File: src/rtl/knil_pkg.sv
// shared types and constants for the k nearest insertion list
// no dependencies
package knil_pkg;

    localparam int LIST_DEPTH_DEF     = 32;
    localparam int DIST_BITS_DEF      = 32;
    localparam int NUM_BOXES_DEF      = 16384;
    localparam int POINTS_PER_BOX_DEF = 65536;

    localparam int OP_W     = 2;
    localparam int DIST_W   = 32;
    localparam int BOX_W    = 14;
    localparam int POINT_W  = 16;
    localparam int RANK_W   = 5;
    localparam int KREG_W   = 6;
    localparam int PADDR_W  = 3;
    localparam int PDATA_W  = 32;

    localparam logic [KREG_W-1:0] K_IN_USE_RESET = 6'd32;
    localparam logic              REG_K_IN_USE   = 1'b0;

    typedef enum logic [OP_W-1:0] {
        OP_CLEAR = 2'd0,
        OP_OFFER = 2'd1,
        OP_DRAIN = 2'd2
    } t_op;

    typedef struct packed {
        logic clear;
        logic insert;
        logic load;
    } t_dp_cmd;

endpackage

File: src/rtl/knil_dp.sv
// slot list with parallel compare and shift insertion, and the output payload register
// depends on knil_pkg
module knil_dp #(
    parameter int LIST_DEPTH     = knil_pkg::LIST_DEPTH_DEF,
    parameter int DIST_BITS      = knil_pkg::DIST_BITS_DEF,
    parameter int NUM_BOXES      = knil_pkg::NUM_BOXES_DEF,
    parameter int POINTS_PER_BOX = knil_pkg::POINTS_PER_BOX_DEF,
    localparam int IDX_W = (LIST_DEPTH > 1) ? $clog2(LIST_DEPTH) : 1,
    localparam int K_W   = $clog2(LIST_DEPTH + 1)
) (
    input  logic                         i_clk,
    input  logic                         i_rst_n,
    input  knil_pkg::t_dp_cmd            i_cmd,
    input  logic [IDX_W-1:0]             i_rd_idx,
    input  logic [K_W-1:0]               i_k_act,
    input  logic [knil_pkg::DIST_W-1:0]  i_distance,
    input  logic [knil_pkg::BOX_W-1:0]   i_box_index,
    input  logic [knil_pkg::POINT_W-1:0] i_point_number,
    output logic [knil_pkg::RANK_W-1:0]  o_rank,
    output logic                         o_entry_valid,
    output logic [knil_pkg::DIST_W-1:0]  o_entry_distance,
    output logic [knil_pkg::BOX_W-1:0]   o_entry_box,
    output logic [knil_pkg::POINT_W-1:0] o_entry_point
);

    logic [DIST_BITS-1:0]         r_dist  [LIST_DEPTH];
    logic [knil_pkg::BOX_W-1:0]   r_box   [LIST_DEPTH];
    logic [knil_pkg::POINT_W-1:0] r_point [LIST_DEPTH];
    logic [LIST_DEPTH-1:0]        r_valid;
    logic [LIST_DEPTH-1:0]        le;
    logic [DIST_BITS-1:0]         cand_dist;
    logic                         cand_ok;
    logic                         do_insert;

    logic [knil_pkg::RANK_W-1:0]  r_o_rank;
    logic                         r_o_valid;
    logic [knil_pkg::DIST_W-1:0]  r_o_dist;
    logic [knil_pkg::BOX_W-1:0]   r_o_box;
    logic [knil_pkg::POINT_W-1:0] r_o_point;

    assign cand_dist = DIST_BITS'({{DIST_BITS{1'b0}}, i_distance});
    assign cand_ok   = (32'(i_box_index) < 32'(NUM_BOXES))
                     && (32'(i_point_number) < 32'(POINTS_PER_BOX));
    assign do_insert = i_cmd.insert && cand_ok;

    for (genvar i = 0; i < LIST_DEPTH; i++) begin : g_slot
        logic in_k;
        logic prev_le;

        assign le[i] = r_valid[i] && (r_dist[i] <= cand_dist);
        assign in_k  = K_W'(i) < i_k_act;
        if (i == 0) begin : g_head
            assign prev_le = 1'b1;
        end else begin : g_body
            assign prev_le = le[i-1];
        end

        always_ff @(posedge i_clk) begin
            if (!i_rst_n) begin
                r_valid[i] <= 1'b0;
            end else if (i_cmd.clear) begin
                r_valid[i] <= 1'b0;
            end else if (do_insert && in_k && !le[i]) begin
                if (prev_le) begin
                    r_valid[i] <= 1'b1;
                end else begin
                    r_valid[i] <= r_valid[(i > 0) ? i - 1 : 0];
                end
            end
        end

        always_ff @(posedge i_clk) begin
            if (do_insert && in_k && !le[i]) begin
                if (prev_le) begin
                    r_dist[i]  <= cand_dist;
                    r_box[i]   <= i_box_index;
                    r_point[i] <= i_point_number;
                end else begin
                    r_dist[i]  <= r_dist[(i > 0) ? i - 1 : 0];
                    r_box[i]   <= r_box[(i > 0) ? i - 1 : 0];
                    r_point[i] <= r_point[(i > 0) ? i - 1 : 0];
                end
            end
        end
    end

    // empty ranks read as zero
    always_ff @(posedge i_clk) begin
        if (i_cmd.load) begin
            r_o_rank  <= knil_pkg::RANK_W'(i_rd_idx);
            r_o_valid <= r_valid[i_rd_idx];
            r_o_dist  <= r_valid[i_rd_idx]
                       ? knil_pkg::DIST_W'({{knil_pkg::DIST_W{1'b0}}, r_dist[i_rd_idx]})
                       : '0;
            r_o_box   <= r_valid[i_rd_idx] ? r_box[i_rd_idx] : '0;
            r_o_point <= r_valid[i_rd_idx] ? r_point[i_rd_idx] : '0;
        end
    end

    assign o_rank           = r_o_rank;
    assign o_entry_valid    = r_o_valid;
    assign o_entry_distance = r_o_dist;
    assign o_entry_box      = r_o_box;
    assign o_entry_point    = r_o_point;

endmodule

File: src/rtl/knil_ctrl.sv
// controller: input handshake, drain sequencing and output valid
// depends on knil_pkg
module knil_ctrl #(
    parameter int LIST_DEPTH = knil_pkg::LIST_DEPTH_DEF,
    localparam int IDX_W = (LIST_DEPTH > 1) ? $clog2(LIST_DEPTH) : 1,
    localparam int K_W   = $clog2(LIST_DEPTH + 1)
) (
    input  logic                      i_clk,
    input  logic                      i_rst_n,
    input  logic                      i_in_valid,
    input  logic [knil_pkg::OP_W-1:0] i_op,
    input  logic                      i_out_ready,
    input  logic                      i_cfg_clear,
    input  logic [K_W-1:0]            i_k_act,
    output logic                      o_in_ready,
    output logic                      o_out_valid,
    output logic                      o_last,
    output knil_pkg::t_dp_cmd         o_cmd,
    output logic [IDX_W-1:0]          o_rd_idx
);

    typedef enum logic {
        S_IDLE,
        S_DRAIN
    } t_state;

    t_state           r_state;
    t_state           n_state;
    logic [IDX_W-1:0] r_idx;
    logic [IDX_W-1:0] n_idx;
    logic             r_out_valid;
    logic             n_out_valid;
    logic             r_last;
    logic             n_last;
    logic             accept;
    logic             out_free;
    logic             idx_last;
    logic             is_clear;
    logic             is_offer;
    logic             is_drain;

    assign accept   = i_in_valid && (r_state == S_IDLE);
    assign out_free = !r_out_valid || i_out_ready;
    assign idx_last = (K_W'(r_idx) + K_W'(1)) == i_k_act;

    always_comb begin
        is_clear = 1'b0;
        is_offer = 1'b0;
        is_drain = 1'b0;
        unique case (knil_pkg::t_op'(i_op))
            knil_pkg::OP_CLEAR: is_clear = 1'b1;
            knil_pkg::OP_OFFER: is_offer = 1'b1;
            knil_pkg::OP_DRAIN: is_drain = 1'b1;
            default: ;
        endcase
    end

    always_comb begin
        n_state     = r_state;
        n_idx       = r_idx;
        n_out_valid = r_out_valid && !i_out_ready;
        n_last      = r_last;
        o_cmd       = '0;
        o_cmd.clear  = i_cfg_clear || (accept && is_clear);
        o_cmd.insert = accept && is_offer;
        unique case (r_state)
            S_IDLE: begin
                if (accept && is_drain) begin
                    n_state = S_DRAIN;
                    n_idx   = '0;
                end
            end
            S_DRAIN: begin
                if (out_free) begin
                    o_cmd.load  = 1'b1;
                    n_out_valid = 1'b1;
                    n_last      = idx_last;
                    if (idx_last) begin
                        n_state = S_IDLE;
                    end else begin
                        n_idx = r_idx + IDX_W'(1);
                    end
                end
            end
        endcase
    end

    always_ff @(posedge i_clk) begin
        if (!i_rst_n) begin
            r_state     <= S_IDLE;
            r_idx       <= '0;
            r_out_valid <= 1'b0;
            r_last      <= 1'b0;
        end else begin
            r_state     <= n_state;
            r_idx       <= n_idx;
            r_out_valid <= n_out_valid;
            r_last      <= n_last;
        end
    end

    assign o_in_ready  = (r_state == S_IDLE);
    assign o_out_valid = r_out_valid;
    assign o_last      = r_last;
    assign o_rd_idx    = r_idx;

endmodule

File: src/rtl/k_nearest_insertion_list.sv
// top level of the k nearest insertion list: register port, controller and slot datapath
// depends on knil_pkg, knil_ctrl, knil_dp
//
//   channel   handshake                  payload
//   in        i_in_valid / o_in_ready    i_op, i_distance, i_box_index, i_point_number
//   out       o_out_valid / i_out_ready  o_rank, o_entry_valid, o_entry_distance,
//                                        o_entry_box, o_entry_point, o_last
//   config    psel / penable / pready    paddr, pwrite, pwdata, prdata
//
// clear and offer act on the list when they are accepted, an offer compares against all slots at once
// drain sends k slots through the single output register, one slot a cycle unless the output stalls
// output stalls hold the drain, offers wait until the drain is done
// synchronous reset empties the list and sets k_in_use to 32, no clearing pass
module k_nearest_insertion_list #(
    parameter int LIST_DEPTH     = knil_pkg::LIST_DEPTH_DEF,
    parameter int DIST_BITS      = knil_pkg::DIST_BITS_DEF,
    parameter int NUM_BOXES      = knil_pkg::NUM_BOXES_DEF,
    parameter int POINTS_PER_BOX = knil_pkg::POINTS_PER_BOX_DEF
) (
    input  logic                          i_clk,
    input  logic                          i_rst_n,
    input  logic                          i_in_valid,
    output logic                          o_in_ready,
    input  logic [knil_pkg::OP_W-1:0]     i_op,
    input  logic [knil_pkg::DIST_W-1:0]   i_distance,
    input  logic [knil_pkg::BOX_W-1:0]    i_box_index,
    input  logic [knil_pkg::POINT_W-1:0]  i_point_number,
    output logic                          o_out_valid,
    input  logic                          i_out_ready,
    output logic [knil_pkg::RANK_W-1:0]   o_rank,
    output logic                          o_entry_valid,
    output logic [knil_pkg::DIST_W-1:0]   o_entry_distance,
    output logic [knil_pkg::BOX_W-1:0]    o_entry_box,
    output logic [knil_pkg::POINT_W-1:0]  o_entry_point,
    output logic                          o_last,
    input  logic                          psel,
    input  logic                          penable,
    input  logic                          pwrite,
    input  logic [knil_pkg::PADDR_W-1:0]  paddr,
    input  logic [knil_pkg::PDATA_W-1:0]  pwdata,
    output logic [knil_pkg::PDATA_W-1:0]  prdata,
    output logic                          pready
);

    localparam int IDX_W = (LIST_DEPTH > 1) ? $clog2(LIST_DEPTH) : 1;
    localparam int K_W   = $clog2(LIST_DEPTH + 1);

    logic [knil_pkg::KREG_W-1:0] r_k_in_use;
    logic [K_W-1:0]              k_act;
    logic                        cfg_wr;
    knil_pkg::t_dp_cmd           cmd;
    logic [IDX_W-1:0]            rd_idx;

    assign pready = 1'b1;
    assign cfg_wr = psel && penable && pwrite && pready
                  && (paddr[2] == knil_pkg::REG_K_IN_USE);

    always_ff @(posedge i_clk) begin
        if (!i_rst_n) begin
            r_k_in_use <= knil_pkg::K_IN_USE_RESET;
        end else if (cfg_wr) begin
            r_k_in_use <= pwdata[knil_pkg::KREG_W-1:0];
        end
    end

    assign prdata = (paddr[2] == knil_pkg::REG_K_IN_USE)
                  ? knil_pkg::PDATA_W'(r_k_in_use) : '0;

    // zero means one, above the depth saturates
    always_comb begin
        priority if (r_k_in_use == '0) begin
            k_act = K_W'(1);
        end else if (32'(r_k_in_use) > 32'(LIST_DEPTH)) begin
            k_act = K_W'(LIST_DEPTH);
        end else begin
            k_act = K_W'(r_k_in_use);
        end
    end

    knil_ctrl #(
        .LIST_DEPTH (LIST_DEPTH)
    ) u_ctrl (
        .i_clk       (i_clk),
        .i_rst_n     (i_rst_n),
        .i_in_valid  (i_in_valid),
        .i_op        (i_op),
        .i_out_ready (i_out_ready),
        .i_cfg_clear (cfg_wr),
        .i_k_act     (k_act),
        .o_in_ready  (o_in_ready),
        .o_out_valid (o_out_valid),
        .o_last      (o_last),
        .o_cmd       (cmd),
        .o_rd_idx    (rd_idx)
    );

    knil_dp #(
        .LIST_DEPTH     (LIST_DEPTH),
        .DIST_BITS      (DIST_BITS),
        .NUM_BOXES      (NUM_BOXES),
        .POINTS_PER_BOX (POINTS_PER_BOX)
    ) u_dp (
        .i_clk            (i_clk),
        .i_rst_n          (i_rst_n),
        .i_cmd            (cmd),
        .i_rd_idx         (rd_idx),
        .i_k_act          (k_act),
        .i_distance       (i_distance),
        .i_box_index      (i_box_index),
        .i_point_number   (i_point_number),
        .o_rank           (o_rank),
        .o_entry_valid    (o_entry_valid),
        .o_entry_distance (o_entry_distance),
        .o_entry_box      (o_entry_box),
        .o_entry_point    (o_entry_point)
    );

endmodule

File: config.mk
export PLATFORM = sky130hd
export DESIGN_NAME = k_nearest_insertion_list
export DESIGN_NICKNAME = d
export VERILOG_FILES = /design/src/rtl/knil_pkg.sv /design/src/rtl/knil_dp.sv /design/src/rtl/knil_ctrl.sv /design/src/rtl/k_nearest_insertion_list.sv
export SDC_FILE = /design/constraint.sdc
export NUM_CORES = 2
export LEC_CHECK = 0
export BUFFER_PORTS_ARGS = -buffer_cell sky130_fd_sc_hd__buf_2
export CAP_MARGIN = 10
export CORE_AREA = 4 4 461 463
export CTS_BUF_LIST = sky130_fd_sc_hd__clkbuf_8
export DETAILED_ROUTE_END_ITERATION = 16
export DIE_AREA = 0 0 465 467
export HOLD_SLACK_MARGIN = 0.12
export MAX_ROUTING_LAYER = met4
export PLACE_DENSITY = 0.84
export SYNTH_ARGS = -nofsm -noshare
export SYNTH_HDL_FRONTEND = slang
export SYNTH_HIERARCHICAL = 1
export SYNTH_SLANG_ARGS = --single-unit
File: constraint.sdc
create_clock -name i_clk -period 18.06 [get_ports i_clk]
set_input_delay 3.612 -clock i_clk [delete_from_list [all_inputs] [get_ports i_clk]]
set_output_delay 3.612 -clock i_clk [all_outputs]
set_load 0.01 [all_outputs]
# Yosys cells after proc, flatten, opt, wreduce, memory -nomap -nowiden
# Memories as Yosys holds them, arrays and structs flattened. A register that Yosys moved wholly into a read port is not among the register bits.
# Cells that the tools add are included.
# op_classes
add_sub_neg,2
n_mux,332
n_reduce_logical,148
bitwise_logic,96
eq_ne,6
order_cmp,66
# op_table
op,count
$le 32x32->1,32
$mux 32,31
$mux 16,31
$mux 14,31
$mux 1,230
$logic_and 1x1->1,104
$lt 5x6->1 const A,16
$or 1x1->1,93
$lt 4x6->1 const A,8
$logic_not 1->1,37
$lt 3x6->1 const A,4
$mux 6,3
$mux 5,3
$lt 1x6->1 const A,2
$lt 2x6->1 const A,2
$pmux 5 s2,1
$add 5x1->6 const B,1
$eq 6x6->1,1
$gt 6x6->1 const B,1
$logic_not 6->1,1
$lt 5x6->1 const B,1
$add 5x1->5 const B,1
$bmux 1 s5,1
$ne 2x2->1 const B,2
other kinds (10),13
# totals
out_inout_bits,104
memories,3
ram_bits,1984
reg_bits,52
# mem_list
memory,depth,width,read_ports,rd_ports_with_merged_regs,wr,line,text
u_dp.r_dist,32,32,33,1,32,knil_dp.sv:26,logic [DIST_BITS-1:0] r_dist [LIST_DEPTH];
u_dp.r_point,32,16,32,1,32,knil_dp.sv:28,logic [knil_pkg::POINT_W-1:0] r_point [LIST_DEPTH];
u_dp.r_box,32,14,32,1,32,knil_dp.sv:27,logic [knil_pkg::BOX_W-1:0] r_box [LIST_DEPTH];

# Depth between registers and ports, before layout
# logic_depth
word_depth,9
ltp_mapped,12
depth_no_buf,9

# Hierarchy
# Netlist, hierarchy kept.
# modules_own_cells
module,cells_per_inst,n_inst,area_each_um2
knil_dp,8353,1,125380.2
knil_ctrl,63,1,555.5
k_nearest_insertion_list,70,1,545.5

# Least setup slack after synthesis
# No wires, ideal clock.
# synth_path
kind,input port to flip-flop
start,input i_distance[14] in the netlist's numbering
end,"memory u_dp/r_box[0][0] in the netlist's numbering, enable pin"
path_buffers,1
stages,8
setup_time_ns,0.503
required_ns,17.557
t_arrival_ns,8.528
slack_ns,9.029
cell_sequence,clkbuf_1 inv_1 ha_1 nand4_1 nor4_1 a211oi_1 a2bb2oi_1 a21oi_1
# synth_rtl
element,line,text
"start, declared",k_nearest_insertion_list.sv:25,"input logic [knil_pkg::DIST_W-1:0] i_distance,"
"end, declared",knil_dp.sv:27,

==> results.md <==
- Status: finished clean
- Cell Count, Final, Fillers Out: 11706
- Most used cell, CP: buf_4
- Yosys warns: 6
- Worst-path clk slew: 0.06 ns
- Syn-to-layout area delta: 7.62%
- Post-synthesis sequential area ratio: 0.494
- CTS tree: done
- Cts hold-fix bufs: 0
- Pleak: 47.2 nW
- R2R Setup Slk: 11.72 ns
- # IOs: 210
- # clock sinks: 2098
- Initial antenna violation count: 43
- # rows: 168
- Crit path required time: 18.86 ns
- Post-synth EDFFs: 2052
- Critical path, cell by cell: buf_2, inv_1, buf_4, ha_1, nand4_1, nor4_1, nor3b_1, a31oi_1, o21bai_4, buf_4, mux2_2
- Library cells used by synthesis: 79
- Starting DRT DRC Count: 11621
- Worst Hold End: r_k_in_use[0]$_SDFFE_PN0P_
- Total power: 11.1 mW
- Core Footprint: 209000 um^2
- WP buf/inv: 4
- Reg2reg start: u_ctrl/o_rd_idx[1]$_SDFFE_PN0P_
- Yosys top cell area share: 0.487
- DR vias/cell: 7.25
- Hold path depth: 2
- Filler instances: 14435
- Fin. max-slew vios: 0
- Vias: 84881
- Max FO, Critical Path: 39
- Ys async rst share: 0
- Routed wire per std cell: 34.8 um
- Sw Ratio: 0.265
- Clk root buf: clkbuf_8
- Placed cells: 11021
- Endpoints failing setup: 0
- Synth Instances: 8486
- Ys flop type: edfxtp_1
- Synth Cell Area: 126000 um^2
- Final Hold Viols: 0
- Worst slew pin tran: 1.35 ns
- #FFs+latches synth: 2098
- Internal: 8.15 mW
- Global route overflow: 0
- Layout Nets: 9719
- WL met2: 189000 um
- Switching pwr: 2.94 mW
- Starting Density: 0.606
- Syn_area_per_cell: 14.9 um^2
- Total Negative Setup Slacks: 0 ns
- PwrDens: 81.5 nW/um^2
- Tcrit/Tclk final: 0.501
- Min Tclk post-route: 9.05 ns
- Largest net degree at the start of global routing: 153
- DRC Markers: 0
- DR top layer: met4
- Post-synth top cells: edfxtp_1 (2052), mux2_2 (1853), ha_1 (1025)
- Critical path's slowest cell: nor4_1
- CTS Buf Count: 370
- Clock power share: 0.366
- MaxCap Viol Count: 0
- Max rail drop VDD: 0.0930 mV
- Comb pwr share: 0.121
- Crit end category: register
- GR Util All Layers: 0.377
- I/O Buffers: 154
- Dominant cell type by area after synthesis: edfxtp_1
- Die Width: 465 um
- Layout cells sized above 1: 0.375
- Worst EP arrival: 9.85 ns
- Final Instance Area: 136000 um^2
- HPWL after DPL: 265000 um
- DP Area: 130000 um^2
- Synth top area cells: edfxtp_1 (49%), mux2_2 (16%), mux4_2 (11%)
- Die height: 467 um
- Cts repair resizes: 0
- Clk buf depth: 4
- Worst Setup Start Kind: input pin
- Sequential fraction of design power: 0.513
- Cell family with most CP delay: buffers and inverters
- Max frequency: 110 MHz
- Global-route wire length before repair: 576000 um
- DRT Wirelength: 407000 um
- Crit-path max cell delay: 0.99 ns
- Hold Path Origin: r_k_in_use[0]$_SDFFE_PN0P_
- Final Skew: 0.105 ns
- RSZ-0062 raised after global routing: no
- Pre-antenna DRT Iters: 7
- Crit Path Class: input pin to register
- Die Area: 217000 um^2
- Worst slew margin: 0.0922
- R2r endpoint: u_dp/o_entry_box[5]$_SDFFCE_PN0P_
- Final core occ: 0.652
- Most common cell in the netlist: edfxtp_1
- Routed Antenna Nets: 0
- Clock Latency Late Sink: 1.11 ns
- GPL Wtd Cong: 0.986
- Worst R2R Path Depth: 8
- Setup Buffers After CTS: 0
- Hold Path Class: register to register
- M1 WL: 140000 um
- Vias in the first global route: 84066
- H-tree level count: 5
- Routed length on met3: 49100 um
[power by group through the flow]
stage | clock [mW] | sequential, mW | combinational, mW
2_1_floorplan | 0 | 5.74 | 0.883
3_3_place_gp | 0 | 5.77 | 1.24
3_5_place_dp | 0 | 5.78 | 1.29
4_1_cts | 4.10 | 5.68 | 1.30
5_1_grt | 4.33 | 5.70 | 1.42
6_report | 4.07 | 5.69 | 1.34
[kinds of logic after synthesis]
kind of cell	share of synthesized area
adders and majority gates	0.101
buffers and inverters	0.0261
DFF	0.494
xor gates and xnor gates	0.000485
AOI/OAI and AO/OA	0.0473
other	0.0000594
and+or+nand+nor	0.0415
muxes	0.289
[stage by stage]
stage               worst slack, ns  hold slack (ns)
floorplan                      9.03            0.430
global placement               8.41            0.443
detailed placement             8.33            0.464
CTS                            9.51            0.472
global route                   9.11            0.506
finish                         9.01            0.466
[worst max path at each step]
stage / start / endpoint / slack, ns / cells past startpoint
2_1_floorplan: i_distance[14] / u_dp/r_box[0][0]$_DFFE_PP_ / 9.03 / 8
3_3_place_gp: i_distance[20] / u_dp/r_box[20][1]$_DFFE_PP_ / 8.41 / 12
3_5_place_dp: i_distance[20] / u_dp/r_point[27][6]$_DFFE_PP_ / 8.33 / 12
4_1_cts: i_distance[20] / u_dp/r_box[20][1]$_DFFE_PP_ / 9.51 / 12
5_1_grt: i_distance[20] / u_dp/r_box[16][3]$_DFFE_PP_ / 9.11 / 12
6_report: i_distance[20] / u_dp/r_point[17][12]$_DFFE_PP_ / 9.01 / 11
[routing by layer]
layer / vias to the layer above / GRT usage
met5: - / -
met4: 0 / 0.234
met3: 1401 / 0.106
met1: 42716 / 0.443
met2: 6224 / 0.578
li1: 34540 / -
[layout make-up]
| class | count | area (um^2) | area share |
|---|---|---|---|
| tap | 2805 | 3510 | 0.0258 |
| clock buffer | 388 | 5340 | 0.0392 |
| inverter | 112 | 485 | 0.00357 |
| multi-input combinational | 5706 | 61000 | 0.449 |
| sequential | 2098 | 62600 | 0.460 |
| timing repair buffer | 300 | 1930 | 0.0142 |
| clock inverter | 249 | 1120 | 0.00824 |
| antenna | 48 | 120 | 0.000882 |
[registers in the layout, indices dropped and copies added, names as in the netlist]
name and count:
u_dp/r_dist 1024, u_dp/r_point 512, u_dp/r_box 448, u_dp/o_entry_distance 32, u_dp/r_valid 32, u_dp/o_entry_point 16, u_dp/o_entry_box 14, r_k_in_use 6
u_ctrl/o_rd_idx 5, u_dp/o_rank 5, u_ctrl/o_last 1, u_ctrl/o_out_valid 1, u_ctrl/r_state 1, u_dp/o_entry_valid 1
[layout by cell type, fill, tap and decap left out, types with 54 or more instances in the layout]
cell type  count
mux2_2      1853
buf_4        140
nand4_1      205
clkbuf_8     388
mux2_1        68
clkinv_1      93
nor3_1        61
mux2i_1       68
mux4_2       630
a21oi_1      465
nand3_1       70
inv_1        188
edfxtp_1    2052
nor2_1       159
nand2_1      241
o21ai_0      232
a21o_1        54
ha_1        1025
buf_2        154
[worst min-delay path: stages (launching register included)]
cell,delay (ns)
dfxtp_1,0.31
nand2_1,0.05
mux2i_1,0.06
(Power assumes the default switching activity.)
